**config.mk**
```make
export PLATFORM = sky130hd
export DESIGN_NAME = mac_address_learning_table_top
export DESIGN_NICKNAME = d
export VERILOG_FILES = /design/src/design/malt_pkg.sv /design/src/design/malt_ram.sv /design/src/design/malt_hash.sv /design/src/design/mac_address_learning_table_top.sv
export VERILOG_INCLUDE_DIRS = /design/src /design/src/design
export SDC_FILE = /design/constraint.sdc
export NUM_CORES = 2
export LEC_CHECK = 0
export BUFFER_PORTS_ARGS = -buffer_cell sky130_fd_sc_hd__buf_2
export CORE_UTILIZATION = 57
export CTS_CLUSTER_DIAMETER = 100
export CTS_CLUSTER_SIZE = 28
export DETAILED_ROUTE_END_ITERATION = 10
export PLACE_DENSITY = 0.76
export SYNTH_ARGS = -nofsm -noshare
export SYNTH_HDL_FRONTEND = slang
export SYNTH_SLANG_ARGS = --single-unit
```
**constraint.sdc**
```tcl
create_clock -name clk -period 5.54 [get_ports clk]
set_clock_uncertainty 0.1 [all_clocks]
set_input_delay 1.108 -clock clk [delete_from_list [all_inputs] [get_ports clk]]
set_output_delay 1.108 -clock clk [all_outputs]
set_load 0.03 [all_outputs]
```
**src/design/mac_address_learning_table_top_defines.svh**
```systemverilog
// Assertion macros shared by the station address table design.
`ifndef MAC_ADDRESS_LEARNING_TABLE_TOP_DEFINES_SVH
`define MAC_ADDRESS_LEARNING_TABLE_TOP_DEFINES_SVH

`ifndef NO_ASSERTIONS

// Check cons in the same cycle whenever ante holds.
`define MALT_ASSERT_NOW(lbl, ante, cons) \
  lbl: assert property (@(posedge clk) disable iff (!rst_n) (ante) |-> (cons)) \
    else $error("assertion failed");

// Check cons in the cycle after ante holds.
`define MALT_ASSERT_NEXT(lbl, ante, cons) \
  lbl: assert property (@(posedge clk) disable iff (!rst_n) (ante) |=> (cons)) \
    else $error("assertion failed");

`else

`define MALT_ASSERT_NOW(lbl, ante, cons)
`define MALT_ASSERT_NEXT(lbl, ante, cons)

`endif

`endif

```
**src/design/malt_pkg.sv**
```systemverilog
// Shared constants, status codes and the address byte sum for the station address table.
package malt_pkg;

  localparam int TABLE_SIZE_DEF = 64;
  localparam int ADDR_W         = 48;
  localparam int ADDR_BYTES     = 6;
  localparam int BYTE_W         = 8;
  localparam int SUM_W          = 11;  // six bytes of 255 sum to 1530
  localparam int STATUS_W       = 3;
  localparam int SLOT_W         = 6;
  localparam int GROUP_BIT      = 40;  // I/G bit of the first byte

  typedef enum logic [STATUS_W-1:0] {
    STAT_HIT       = 3'd0,
    STAT_MISS      = 3'd1,
    STAT_INSERTED  = 3'd2,
    STAT_OVERWROTE = 3'd3,
    STAT_GROUP     = 3'd4
  } status_t;

  function automatic logic [SUM_W-1:0] byte_sum(input logic [ADDR_W-1:0] a);
    logic [SUM_W-1:0] s;
    s = '0;
    for (int b = 0; b < ADDR_BYTES; b++) begin
      s = s + SUM_W'(a[b*BYTE_W +: BYTE_W]);
    end
    return s;
  endfunction

endpackage

```
**src/design/malt_ram.sv**
```systemverilog
// Generic single-port-write, single-port-read RAM with registered read data.
module malt_ram #(
  parameter int WIDTH = malt_pkg::ADDR_W,
  parameter int DEPTH = malt_pkg::TABLE_SIZE_DEF,
  localparam int AW   = (DEPTH > 1) ? $clog2(DEPTH) : 1
) (
  input  logic             clk,
  input  logic             wr_en,
  input  logic [AW-1:0]    wr_addr,
  input  logic [WIDTH-1:0] wr_data,
  input  logic             rd_en,
  input  logic [AW-1:0]    rd_addr,
  output logic [WIDTH-1:0] rd_data
);

  logic [WIDTH-1:0] mem_r [DEPTH];
  logic [WIDTH-1:0] rd_data_r;

  always_ff @(posedge clk) begin
    if (wr_en) begin
      mem_r[wr_addr] <= wr_data;
    end
    if (rd_en) begin
      rd_data_r <= mem_r[rd_addr];
    end
  end

  assign rd_data = rd_data_r;

endmodule

```
**src/design/malt_hash.sv**
```systemverilog
// Home slot unit: byte sum of the address, then the remainder by reciprocal multiplication.
module malt_hash #(
  parameter int TABLE_SIZE = malt_pkg::TABLE_SIZE_DEF,
  localparam int IDX_W     = $clog2(TABLE_SIZE)
) (
  input  logic                       clk,
  input  logic                       rst_n,
  input  logic                       start,
  input  logic [malt_pkg::ADDR_W-1:0] addr,
  output logic                       done,
  output logic [IDX_W-1:0]           home
);

  localparam int     SUM_W   = malt_pkg::SUM_W;
  // floor(sum / TABLE_SIZE) equals (sum * RECIP) >> SHIFT for every sum below 2**SUM_W.
  localparam int     SHIFT   = SUM_W + $clog2(TABLE_SIZE);
  localparam longint RECIP_L = ((longint'(1) << SHIFT) + TABLE_SIZE - 1) / TABLE_SIZE;
  localparam int     RCP_W   = $clog2(RECIP_L + 1);
  localparam int     PROD_W  = SUM_W + RCP_W;
  localparam logic [RCP_W-1:0] RECIP   = RCP_W'(RECIP_L);
  // Quotient times divisor never exceeds the sum, so its low bits are enough.
  localparam logic [SUM_W-1:0] DIVISOR = SUM_W'(TABLE_SIZE);

  logic              stg1_r;
  logic              stg2_r;
  logic              done_r;
  logic [SUM_W-1:0]  sum_r;
  logic [SUM_W-1:0]  quo_r;
  logic [SUM_W-1:0]  quo_nxt;
  logic [SUM_W-1:0]  rem_r;
  logic [SUM_W-1:0]  rem_nxt;
  logic [PROD_W-1:0] prod;

  always_comb begin
    prod    = PROD_W'(sum_r) * PROD_W'(RECIP);
    quo_nxt = SUM_W'(prod >> SHIFT);
    rem_nxt = sum_r - quo_r * DIVISOR;
  end

  // Advance the stages in order: sum, quotient, remainder.
  always_ff @(posedge clk) begin
    if (!rst_n) begin
      stg1_r <= 1'b0;
      stg2_r <= 1'b0;
      done_r <= 1'b0;
    end else begin
      stg1_r <= start;
      stg2_r <= stg1_r;
      done_r <= stg2_r;
    end
  end

  always_ff @(posedge clk) begin
    if (start) begin
      sum_r <= malt_pkg::byte_sum(addr);
    end
    if (stg1_r) begin
      quo_r <= quo_nxt;
    end
    if (stg2_r) begin
      rem_r <= rem_nxt;
    end
  end

  assign done = done_r;
  assign home = IDX_W'(rem_r);

endmodule

```
**src/design/mac_address_learning_table_top.sv**
```systemverilog
// Top level of the station address learning table: sequencer around the address RAM.
//
//  channel  direction  handshake            payload
//  in_      input      in_valid / in_stall  in_req_type (1), in_mac_addr (48)
//  out_     output     out_valid/out_stall  out_status (3), out_slot (6)
//
// Accepted beat: the home slot comes from byte sum, reciprocal multiply and
// subtract; the probe reads from the home slot up to the last slot (a hit stops
// early); a learn that inserts or overwrites then writes its slot, and the result
// is loaded. A group learn skips the table and goes straight to the result.
// After reset the table is cleared one slot a cycle, in_stall high.
// A stalled result holds while the next beat is taken; a new result waits for it.
`include "mac_address_learning_table_top_defines.svh"

module mac_address_learning_table_top #(
  parameter int TABLE_SIZE = malt_pkg::TABLE_SIZE_DEF
) (
  input  logic                          clk,
  input  logic                          rst_n,
  input  logic                          in_valid,
  output logic                          in_stall,
  input  logic                          in_req_type,
  input  logic [malt_pkg::ADDR_W-1:0]   in_mac_addr,
  output logic                          out_valid,
  input  logic                          out_stall,
  output logic [malt_pkg::STATUS_W-1:0] out_status,
  output logic [malt_pkg::SLOT_W-1:0]   out_slot
);

  localparam int IDX_W  = $clog2(TABLE_SIZE);
  localparam int CNT_W  = $clog2(TABLE_SIZE + 1);
  localparam int ADDR_W = malt_pkg::ADDR_W;
  localparam int SLOT_W = malt_pkg::SLOT_W;
  localparam logic [IDX_W-1:0] LAST_SLOT = IDX_W'(TABLE_SIZE - 1);
  localparam logic [CNT_W-1:0] END_IDX   = CNT_W'(TABLE_SIZE);

  typedef enum logic [5:0] {
    ST_CLEAR = 6'b000001,
    ST_IDLE  = 6'b000010,
    ST_HASH  = 6'b000100,
    ST_SCAN  = 6'b001000,
    ST_WRITE = 6'b010000,
    ST_DONE  = 6'b100000
  } state_t;

  state_t                state_r, state_nxt;
  logic [IDX_W-1:0]      clr_idx_r, clr_idx_nxt;
  logic                  req_r, req_nxt;
  logic [ADDR_W-1:0]     addr_r, addr_nxt;
  logic [IDX_W-1:0]      home_r, home_nxt;
  logic [CNT_W-1:0]      rd_idx_r, rd_idx_nxt;
  logic                  chk_vld_r, chk_vld_nxt;
  logic [IDX_W-1:0]      chk_idx_r, chk_idx_nxt;
  logic                  emp_vld_r, emp_vld_nxt;
  logic [IDX_W-1:0]      emp_idx_r, emp_idx_nxt;
  logic [IDX_W-1:0]      wr_idx_r, wr_idx_nxt;
  malt_pkg::status_t     res_status_r, res_status_nxt;
  logic [SLOT_W-1:0]     res_slot_r, res_slot_nxt;
  logic                  out_valid_r, out_valid_nxt;
  malt_pkg::status_t     out_status_r, out_status_nxt;
  logic [SLOT_W-1:0]     out_slot_r, out_slot_nxt;

  logic                  ram_wr_en;
  logic [IDX_W-1:0]      ram_wr_addr;
  logic [ADDR_W-1:0]     ram_wr_data;
  logic                  ram_rd_en;
  logic [IDX_W-1:0]      ram_rd_addr;
  logic [ADDR_W-1:0]     ram_rd_data;

  logic                  hash_start;
  logic                  hash_done;
  logic [IDX_W-1:0]      hash_home;

  // Slot just read is empty, and the first empty slot of the probe so far.
  logic                  emp_here;
  logic                  emp_any;
  logic [IDX_W-1:0]      emp_first;

  assign emp_here  = (ram_rd_data == '0);
  assign emp_any   = emp_vld_r || emp_here;
  assign emp_first = emp_vld_r ? emp_idx_r : chk_idx_r;

  malt_ram #(
    .WIDTH (ADDR_W),
    .DEPTH (TABLE_SIZE)
  ) u_ram (
    .clk     (clk),
    .wr_en   (ram_wr_en),
    .wr_addr (ram_wr_addr),
    .wr_data (ram_wr_data),
    .rd_en   (ram_rd_en),
    .rd_addr (ram_rd_addr),
    .rd_data (ram_rd_data)
  );

  malt_hash #(
    .TABLE_SIZE (TABLE_SIZE)
  ) u_hash (
    .clk   (clk),
    .rst_n (rst_n),
    .start (hash_start),
    .addr  (addr_nxt),
    .done  (hash_done),
    .home  (hash_home)
  );

  always_comb begin
    state_nxt      = state_r;
    clr_idx_nxt    = clr_idx_r;
    req_nxt        = req_r;
    addr_nxt       = addr_r;
    home_nxt       = home_r;
    rd_idx_nxt     = rd_idx_r;
    chk_vld_nxt    = 1'b0;
    chk_idx_nxt    = chk_idx_r;
    emp_vld_nxt    = emp_vld_r;
    emp_idx_nxt    = emp_idx_r;
    wr_idx_nxt     = wr_idx_r;
    res_status_nxt = res_status_r;
    res_slot_nxt   = res_slot_r;
    out_valid_nxt  = out_valid_r;
    out_status_nxt = out_status_r;
    out_slot_nxt   = out_slot_r;
    ram_wr_en      = 1'b0;
    ram_wr_addr    = wr_idx_r;
    ram_wr_data    = addr_r;
    ram_rd_en      = 1'b0;
    ram_rd_addr    = rd_idx_r[IDX_W-1:0];
    hash_start     = 1'b0;

    // Drop the result once its beat is taken.
    if (out_valid_r && !out_stall) begin
      out_valid_nxt = 1'b0;
    end

    case (state_r)
      ST_CLEAR: begin
        // Sweep zeros through the table, one slot a cycle.
        ram_wr_en   = 1'b1;
        ram_wr_addr = clr_idx_r;
        ram_wr_data = '0;
        clr_idx_nxt = clr_idx_r + 1'b1;
        if (clr_idx_r == LAST_SLOT) begin
          state_nxt = ST_IDLE;
        end
      end
      ST_IDLE: begin
        if (in_valid) begin
          req_nxt  = in_req_type;
          addr_nxt = in_mac_addr;
          if (!in_req_type && in_mac_addr[malt_pkg::GROUP_BIT]) begin
            // Group address on a learn: skip the table altogether.
            res_status_nxt = malt_pkg::STAT_GROUP;
            res_slot_nxt   = '0;
            state_nxt      = ST_DONE;
          end else begin
            hash_start = 1'b1;
            state_nxt  = ST_HASH;
          end
        end
      end
      ST_HASH: begin
        if (hash_done) begin
          home_nxt    = hash_home;
          rd_idx_nxt  = CNT_W'(hash_home);
          emp_vld_nxt = 1'b0;
          state_nxt   = ST_SCAN;
        end
      end
      ST_SCAN: begin
        // Issue the next read while checking the data of the previous one.
        if (rd_idx_r < END_IDX) begin
          ram_rd_en  = 1'b1;
          rd_idx_nxt = rd_idx_r + 1'b1;
        end
        chk_vld_nxt = ram_rd_en;
        chk_idx_nxt = rd_idx_r[IDX_W-1:0];
        if (chk_vld_r) begin
          if (ram_rd_data == addr_r) begin
            res_status_nxt = malt_pkg::STAT_HIT;
            res_slot_nxt   = SLOT_W'(chk_idx_r);
            state_nxt      = ST_DONE;
          end else begin
            if (emp_here && !emp_vld_r) begin
              emp_vld_nxt = 1'b1;
              emp_idx_nxt = chk_idx_r;
            end
            if (chk_idx_r == LAST_SLOT) begin
              if (req_r) begin
                res_status_nxt = malt_pkg::STAT_MISS;
                res_slot_nxt   = '0;
                state_nxt      = ST_DONE;
              end else if (emp_any) begin
                wr_idx_nxt     = emp_first;
                res_status_nxt = malt_pkg::STAT_INSERTED;
                res_slot_nxt   = SLOT_W'(emp_first);
                state_nxt      = ST_WRITE;
              end else begin
                wr_idx_nxt     = home_r;
                res_status_nxt = malt_pkg::STAT_OVERWROTE;
                res_slot_nxt   = SLOT_W'(home_r);
                state_nxt      = ST_WRITE;
              end
            end
          end
        end
      end
      ST_WRITE: begin
        ram_wr_en = 1'b1;
        state_nxt = ST_DONE;
      end
      ST_DONE: begin
        // Load the output register only once it is free.
        if (!out_valid_r || !out_stall) begin
          out_valid_nxt  = 1'b1;
          out_status_nxt = res_status_r;
          out_slot_nxt   = res_slot_r;
          state_nxt      = ST_IDLE;
        end
      end
      default: begin
        state_nxt = ST_IDLE;
      end
    endcase
  end

  always_ff @(posedge clk) begin
    if (!rst_n) begin
      state_r     <= ST_CLEAR;
      clr_idx_r   <= '0;
      chk_vld_r   <= 1'b0;
      emp_vld_r   <= 1'b0;
      out_valid_r <= 1'b0;
    end else begin
      state_r     <= state_nxt;
      clr_idx_r   <= clr_idx_nxt;
      chk_vld_r   <= chk_vld_nxt;
      emp_vld_r   <= emp_vld_nxt;
      out_valid_r <= out_valid_nxt;
    end
  end

  always_ff @(posedge clk) begin
    req_r        <= req_nxt;
    addr_r       <= addr_nxt;
    home_r       <= home_nxt;
    rd_idx_r     <= rd_idx_nxt;
    chk_idx_r    <= chk_idx_nxt;
    emp_idx_r    <= emp_idx_nxt;
    wr_idx_r     <= wr_idx_nxt;
    res_status_r <= res_status_nxt;
    res_slot_r   <= res_slot_nxt;
    out_status_r <= out_status_nxt;
    out_slot_r   <= out_slot_nxt;
  end

  assign in_stall   = (state_r != ST_IDLE);
  assign out_valid  = out_valid_r;
  assign out_status = out_status_r;
  assign out_slot   = out_slot_r;

  // An accepted beat always starts work.
  `MALT_ASSERT_NEXT(a_accept_leaves_idle, in_valid && !in_stall, state_r != ST_IDLE)
  // A new result appears only from the result-loading step.
  `MALT_ASSERT_NOW(a_result_from_done, $rose(out_valid_r), $past(state_r) == ST_DONE)
  // Results carry a defined status code.
  `MALT_ASSERT_NOW(a_status_code, out_valid_r, out_status_r <= malt_pkg::STAT_GROUP)

endmodule
```
Yosys cells after proc, flatten, opt, wreduce, memory -nomap -nowiden

Memory sizes are Yosys's and may differ from the RTL's. A register that Yosys moved wholly into a read port is not among the register bits.
Index checks and enable logic that the tools add are counted.

Register bits after elaboration: 128
RAM bits: 3072
Bits of input ports: 53
Output and inout port bits: 11
Logic and storage cells: 125
Memories: 1

Memory list:

| name        | depth | width | rd ports | clocked after Yosys merged registers in | wr ports | line           | RTL |
|---|---|---|---|---|---|---|---|
| u_ram.mem_r | 64    | 48    | 1        | 1                                       | 1        | malt_ram.sv:16 | `logic [WIDTH-1:0] mem_r [DEPTH];` |

$add $sub $neg: 8
Magnitude comparators: 1
Equal/unequal tests: 20
Muxes and demuxes: 50
Bitwise operators: 2
Reductions and logical operators: 22

Operator list:

| cell                                                            | count |
|---|---|
| 48-bit 2-to-1 mux                                               | 3 |
| 6-bit 2-to-1 mux                                                | 18 |
| 48-bit == test                                                  | 1 |
| 48-bit logical NOT                                              | 1 |
| 6-bit one-hot mux with 6 select lines                           | 1 |
| 6-bit adder                                                     | 5 |
| 6-bit == test, second input constant                            | 3 |
| 1-bit 2-to-1 mux                                                | 16 |
| 2-bit != test, second input constant                            | 8 |
| 3-bit 2-to-1 mux                                                | 5 |
| 5-bit AND reduction                                             | 3 |
| 7-bit 2-to-1 mux                                                | 2 |
| 7-bit one-hot mux with 2 select lines                           | 1 |
| 6-bit one-hot mux with 2 select lines                           | 1 |
| 7-bit by 1-bit adder with 7-bit output, second input constant   | 1 |
| 7-bit < comparator, second input constant                       | 1 |
| 6-bit by 1-bit adder with 6-bit output, second input constant   | 1 |
| 6-bit by 1-bit == test with 1-bit output, second input constant | 1 |
| 6-bit by 2-bit == test with 1-bit output, second input constant | 1 |
| 6-bit by 3-bit == test with 1-bit output, second input constant | 1 |
| 6-bit by 4-bit == test with 1-bit output, second input constant | 1 |
| 6-bit by 5-bit == test with 1-bit output, second input constant | 1 |
| 6-bit by 2-bit != test with 1-bit output, second input constant | 1 |
| 3-bit one-hot mux with 2 select lines                           | 1 |
| 15 further kinds                                                | 25 |

Longest topological paths before layout

Depth in word-level cells: 8
Depth in mapped cells: 23
Depth with buffers taken out: 20

Hierarchy

From an unflattened synthesis, not the netlist that was laid out.

Cells, all modules: 5625
Area, all modules: 124020.2 µm²

Modules (own cells, without submodules):

| module                         | times used | cells each | area each (µm²) |
|---|---|---|---|
| malt_ram                       | 1          | 4970       | 117615.3 |
| mac_address_learning_table_top | 1          | 562        | 5262.5 |
| malt_hash                      | 1          | 93         | 1142.3 |

Least setup slack after synthesis

OpenSTA, ideal clock, no wires.

Path type: reg-to-reg
From: reg state_r[3]
To: mem u_ram.mem_r[33][0] in the netlist's numbering, enable pin
Library setup time: 0.513 ns
Arrival time: 5.139 ns
Required time: 4.927 ns
Path slack: -0.212 ns
Stages on the path, launching flop included: 8
Path buffers: 2
Cells stage by stage: dfxtp_1 > clkbuf_1 > nor4_1 > nand3b_1 > clkbuf_1 > mux2i_1 > nand3b_1 > nor3_1

Cells in the longest elaborated chain, start to end: 5
Elaborated cells between the ends (all ways): 7
Classes of those cells: 2 x eq/ne; 4 x mux; 1 x reduce/logical

Ends and longest elaborated chain:

| element                                                                                              | line                                  | RTL |
|---|---|---|
| start, declared                                                                                      | mac_address_learning_table_top.sv:46  | `state_t state_r, state_nxt;` |
| start signal, assigned                                                                               | mac_address_learning_table_top.sv:235 | `state_r <= state_nxt;` |
| 6-bit by 5-bit == test with 1-bit output or 6-bit by 1-bit == test with 1-bit output (tied branches) | mac_address_learning_table_top.sv:136 | `case (state_r)` |
| 2-bit OR reduction (no line)                                                                         | -                                     |  |
| 1-bit 2-to-1 mux                                                                                     | mac_address_learning_table_top.sv:136 |  |
| 1-bit 2-to-1 mux                                                                                     | malt_ram.sv:20                        | `if (wr_en) begin` |
| 1-bit 2-to-1 mux (not written as such)                                                               | malt_ram.sv:21                        | `mem_r[wr_addr] <= wr_data;` |
| end, declared                                                                                        | malt_ram.sv:16                        |  |

Parallel ways exist; a longest one is shown, timed or not.

Worst setup path after layout

From: reg state_r[3]
To: reg u_hash.sum_r[5] (data pin)

Cells in the longest elaborated chain, start to end: 7

Ends and longest elaborated chain:

| element                                    | line                                  | RTL |
|---|---|---|
| 6-bit by 2-bit == test with 1-bit output * | mac_address_learning_table_top.sv:136 |  |
| 48-bit 2-to-1 mux *                        | mac_address_learning_table_top.sv:136 |  |
| 6-bit adder (4 in series)                  | malt_pkg.sv:25                        | `s = s + SUM_W'(a[b*BYTE_W +: BYTE_W]);` |
| 6-bit adder *                              | malt_pkg.sv:25                        |  |
| end signal, assigned                       | malt_hash.sv:55                       | `sum_r <= malt_pkg::byte_sum(addr);` |
| end, declared                              | malt_hash.sv:27                       | `logic [SUM_W-1:0] sum_r;` |

Every way passes the cells marked *; elsewhere a longest branch is shown, timed or not.
A chain may end at the register's enable or synchronous reset.

==> results_dict.tcl <==
set metrics [dict create \
    clk-insertion-delay-late_ps 870 \
    timing.critical_path.max_delay_family "adder cells" \
    clk_transition_reported_paths_ps 110 \
    cts_post_setup_buffers_inserted 0 \
    floorplan.initialDensity 0.576 \
    cts-resized-gates 0 \
    p_leak_uw 0.0414 \
    first_pass_grt_wire_length_mm 453 \
    setup_crit_path_kind "flop to flop" \
    firstDrtPassIters 6 \
    synth_ff_type "edfxtp_1" \
    status "finished, violations left" \
    finish.utilization 0.623 \
    ys_ff_latch 3248 \
    synth_sequential_area_ratio 0.781 \
    worst_r2r_startpoint "state_r[3]" \
    clk_root_buffer_cell "clkbuf_16" \
    hpwl_mm 175 \
    io_buffer_count 63 \
    vdd_ir_drop_max_v 0.000468 \
    dieArea_um2 220000 \
    hold_violations 0 \
    hp-start "in_mac_addr[46]" \
    drtIter0Drc 10096 \
    synth-async-reset-ratio 0 \
    synthesis.nets 5123 \
    synth_enable_flop_cells 3194 \
    detail_route.drc_violations 0 \
    yosysWarningCount 0 \
    grtUsageTotal 0.304 \
    hold_bufs_inserted_after_cts 0 \
    die-width_um 469 \
    crit_path_end_kind "flop" \
    std_cell_rows 170 \
    cap_viol_max_count 1 \
    area.sequential_um2 97000 \
    critPathArrivalTime_ps 5660 \
    violations "capacitance limit, slew limit" \
    core_region_area_um2 215000 \
    achievable-frequency_mhz 194 \
    grt_start_max_net_pins 115 \
    placement.setup.worst_slack_ps 308 \
    gp_congestion 0.860 \
    ff2ff_path_depth 18 \
    layout.filler_cells 13626 \
    critical-path-max-stage-delay_ps 570 \
    timing.critical_path.from_type "flop" \
    wl_per_cell_um 40.6 \
    synth_top_area_cell "edfxtp_1" \
    cp.buffers_inverters 4 \
    number_of_top_level_pins 64 \
    setup.reg_to_reg.worst_slack_ps 390 \
    post_route_cells_drive_above_1_share 0.296 \
    floorplan.die.height_um 469 \
    vias_per_cell 7.25 \
    synth_largest_type_area_fraction 0.773 \
    report.final.slew_viol_count 3 \
    syn_area_um2 124000 \
    tritoncts_clock_tree "built" \
    clock_path_buffers 3 \
    multi_input_area_um2 26400 \
    regToRegEndpoint "u_hash.sum_r[5]" \
    number_of_instances_on_the_worst_hold_path 1 \
    cts_buffers 135 \
    power.density_cell_area_nw_per_um2 348 \
    nets 5305 \
    tightest_slew_ps 1570 \
    detail_route.wirelength_mm 329 \
    timing.critical_path.fanout_max 37 \
    final-setup-viol-count 0 \
    grt_antenna_before_repair 13 \
    timing.critical_path.required_ps 6050 \
    cts.htree.levels 4 \
    grt_pass1_vias 57263 \
    finalWorstPathRequiredPeriod_ps 5150 \
    final_antenna_net_count 0 \
    synth_area_per_cell_um2 24.6 \
    postSynthCellCount 5045 \
    rsz0062_at_grt "false" \
    clock_sink_count 3248 \
    globalRouteOverflowTotal 0 \
    layout_setup_ws_ps 391 \
    area_growth_pct 8.18 \
    min_delay_worst_endpoint "addr_r[46]" \
    biggest_area_contributors_in_the_synthesized_netlist "edfxtp_1, mux4_2, dfxtp_1" \
    number_of_distinct_library_cell_variants_in_the_gate_level_netlist_after_synthesis 43 \
    crit_chain "nor4b_1 -> and2_1 -> nand2_2 -> buf_12 -> mux2i_1 -> fa_1 -> inv_1 -> fa_1 -> inv_1 -> fa_1 -> inv_1 -> ha_1 -> a21o_1 -> a21oi_1 -> xnor2_1 -> xnor2_1 -> xor3_1 -> xnor3_1" \
    post-route-period-util 0.929 \
    dr_total_vias 58741 \
    critical-path-slowest-cell "fa_1" \
    timing.max_slew.rel_slack -0.0490 \
    worst_hold_path_type "input pin to flop" \
]
[worst reg2reg max path: cells and delay by family, from the launching register on]
family | cells | cell delay, ps
fa+ha+maj | 4 | 1870
simple gates | 3 | 860
flops | 1 | 390
compound gates | 2 | 350
xor+xnor | 4 | 750
mux | 1 | 210
buf+inv | 4 | 380
[Yosys cell counts (6+ instances only)]
library cell	count
nor2_1	84
a21oi_1	7
nand4_1	10
ha_1	6
a22o_1	6
dfxtp_1	54
mux4_2	1008
fa_1	19
buf_2	69
xor2_1	53
inv_1	45
nor3_1	8
buf_1	38
nand3_1	9
nor2b_1	6
mux2i_1	16
clkbuf_1	140
o21ai_0	18
xnor2_1	13
nor4_1	27
edfxtp_1	3194
mux2_2	7
and2_1	58
nand2_1	102
[routing by layer]
metal	up-vias	GRT usage	part of all wire
met5	-	0	0.000082
met4	4	0.111	0.042
met3	685	0.0884	0.14
met2	4982	0.470	0.47
met1	31290	0.416	0.34
li1	21780	-	-
[flip-flops by register name (all words and copies together), names as in the netlist, 3 cells and up]
signal,cells
out_status,3
state_r,6
out_slot,6
chk_idx_r,6
rd_idx_r,7
u_hash.rem_r,6
emp_idx_r,6
u_ram.rd_data,48
home_r,6
addr_r,48
clr_idx_r,6
u_ram.mem_r,3072
res_status_r,3
res_slot_r,6
wr_idx_r,6
u_hash.sum_r,6
[power breakdown]
group / total, µW / internal, µW / switching [µW] / leakage (µW)
clock network: 11800 / 4700 / 7110 / 0.00184
registers: 29800 / 29500 / 312 / 0.0297
logic: 5060 / 1400 / 3660 / 0.00980
total: 46700 / 35600 / 11100 / 0.0414
[cell type report]
type,instances,share of cell area
Sequential cell,3248,0.722
Tap cell,2838,0.0264
Clock inverter,12,0.00127
Timing Repair Buffer,296,0.0251
Inverter,45,0.00126
Clock buffer,154,0.0268
Multi-Input combinational cell,1501,0.197
Antenna cell,8,0.000149
[cells by family (layout without fill, tap and decap cells)]
kind of cell    count (synthesis)  after routing  synth area share
compound gates                 47             47           0.00237
mux                          1031           1031             0.185
xor+xnor                       68             68           0.00503
buf+inv                       296            507           0.00989
flops                        3248           3248             0.781
simple gates                  330            330            0.0129
other cells                     0              8                 0
fa+ha+maj                      25             25           0.00367
[cells in the final DEF, fill, tap and decap left out, types with 12 or more instances in the layout]
| cell | netlist | final |
|---|---|---|
| xor2_1 | 53 | 53 |
| buf_4 | 0 | 129 |
| mux2i_1 | 16 | 16 |
| nor4_1 | 27 | 27 |
| fa_1 | 19 | 19 |
| nor2_1 | 84 | 23 |
| clkbuf_16 | 0 | 142 |
| buf_12 | 0 | 104 |
| xnor2_1 | 13 | 13 |
| and2_1 | 58 | 39 |
| mux4_2 | 1008 | 1008 |
| nor2_4 | 0 | 61 |
| and2_2 | 0 | 19 |
| edfxtp_1 | 3194 | 3194 |
| dfxtp_1 | 54 | 54 |
| o21ai_0 | 18 | 18 |
| buf_2 | 69 | 63 |
| nand2_1 | 102 | 101 |
| inv_1 | 45 | 44 |
| clkbuf_1 | 140 | 12 |
[how the worst max path moves through the flow]
stage                    start            endpoint  slack, ps  cells past startpoint
floorplan           state_r[3]  u_ram.mem_r[33][0]       -210                      7
global placement      in_valid     u_hash.sum_r[5]        380                     17
detailed placement    in_valid     u_hash.sum_r[5]        310                     17
CTS                 state_r[3]     u_hash.sum_r[5]        460                     18
global route        state_r[3]     u_hash.sum_r[5]        240                     20
finish              state_r[3]     u_hash.sum_r[5]        390                     18
[through the flow]
step,power [µW],setup TNS (ps),instance area [µm²],hold slack (ps),std cells
finish,46700,0,134000,323,8102
global route,47900,0,134000,302,8097
CTS,46600,0,134000,276,8094
detailed placement,35300,0,131000,305,7928
global placement,35000,0,131000,305,7928
floorplan,33300,-30540,124000,300,5045
Note: power is estimated with default switching activity, not from simulation.
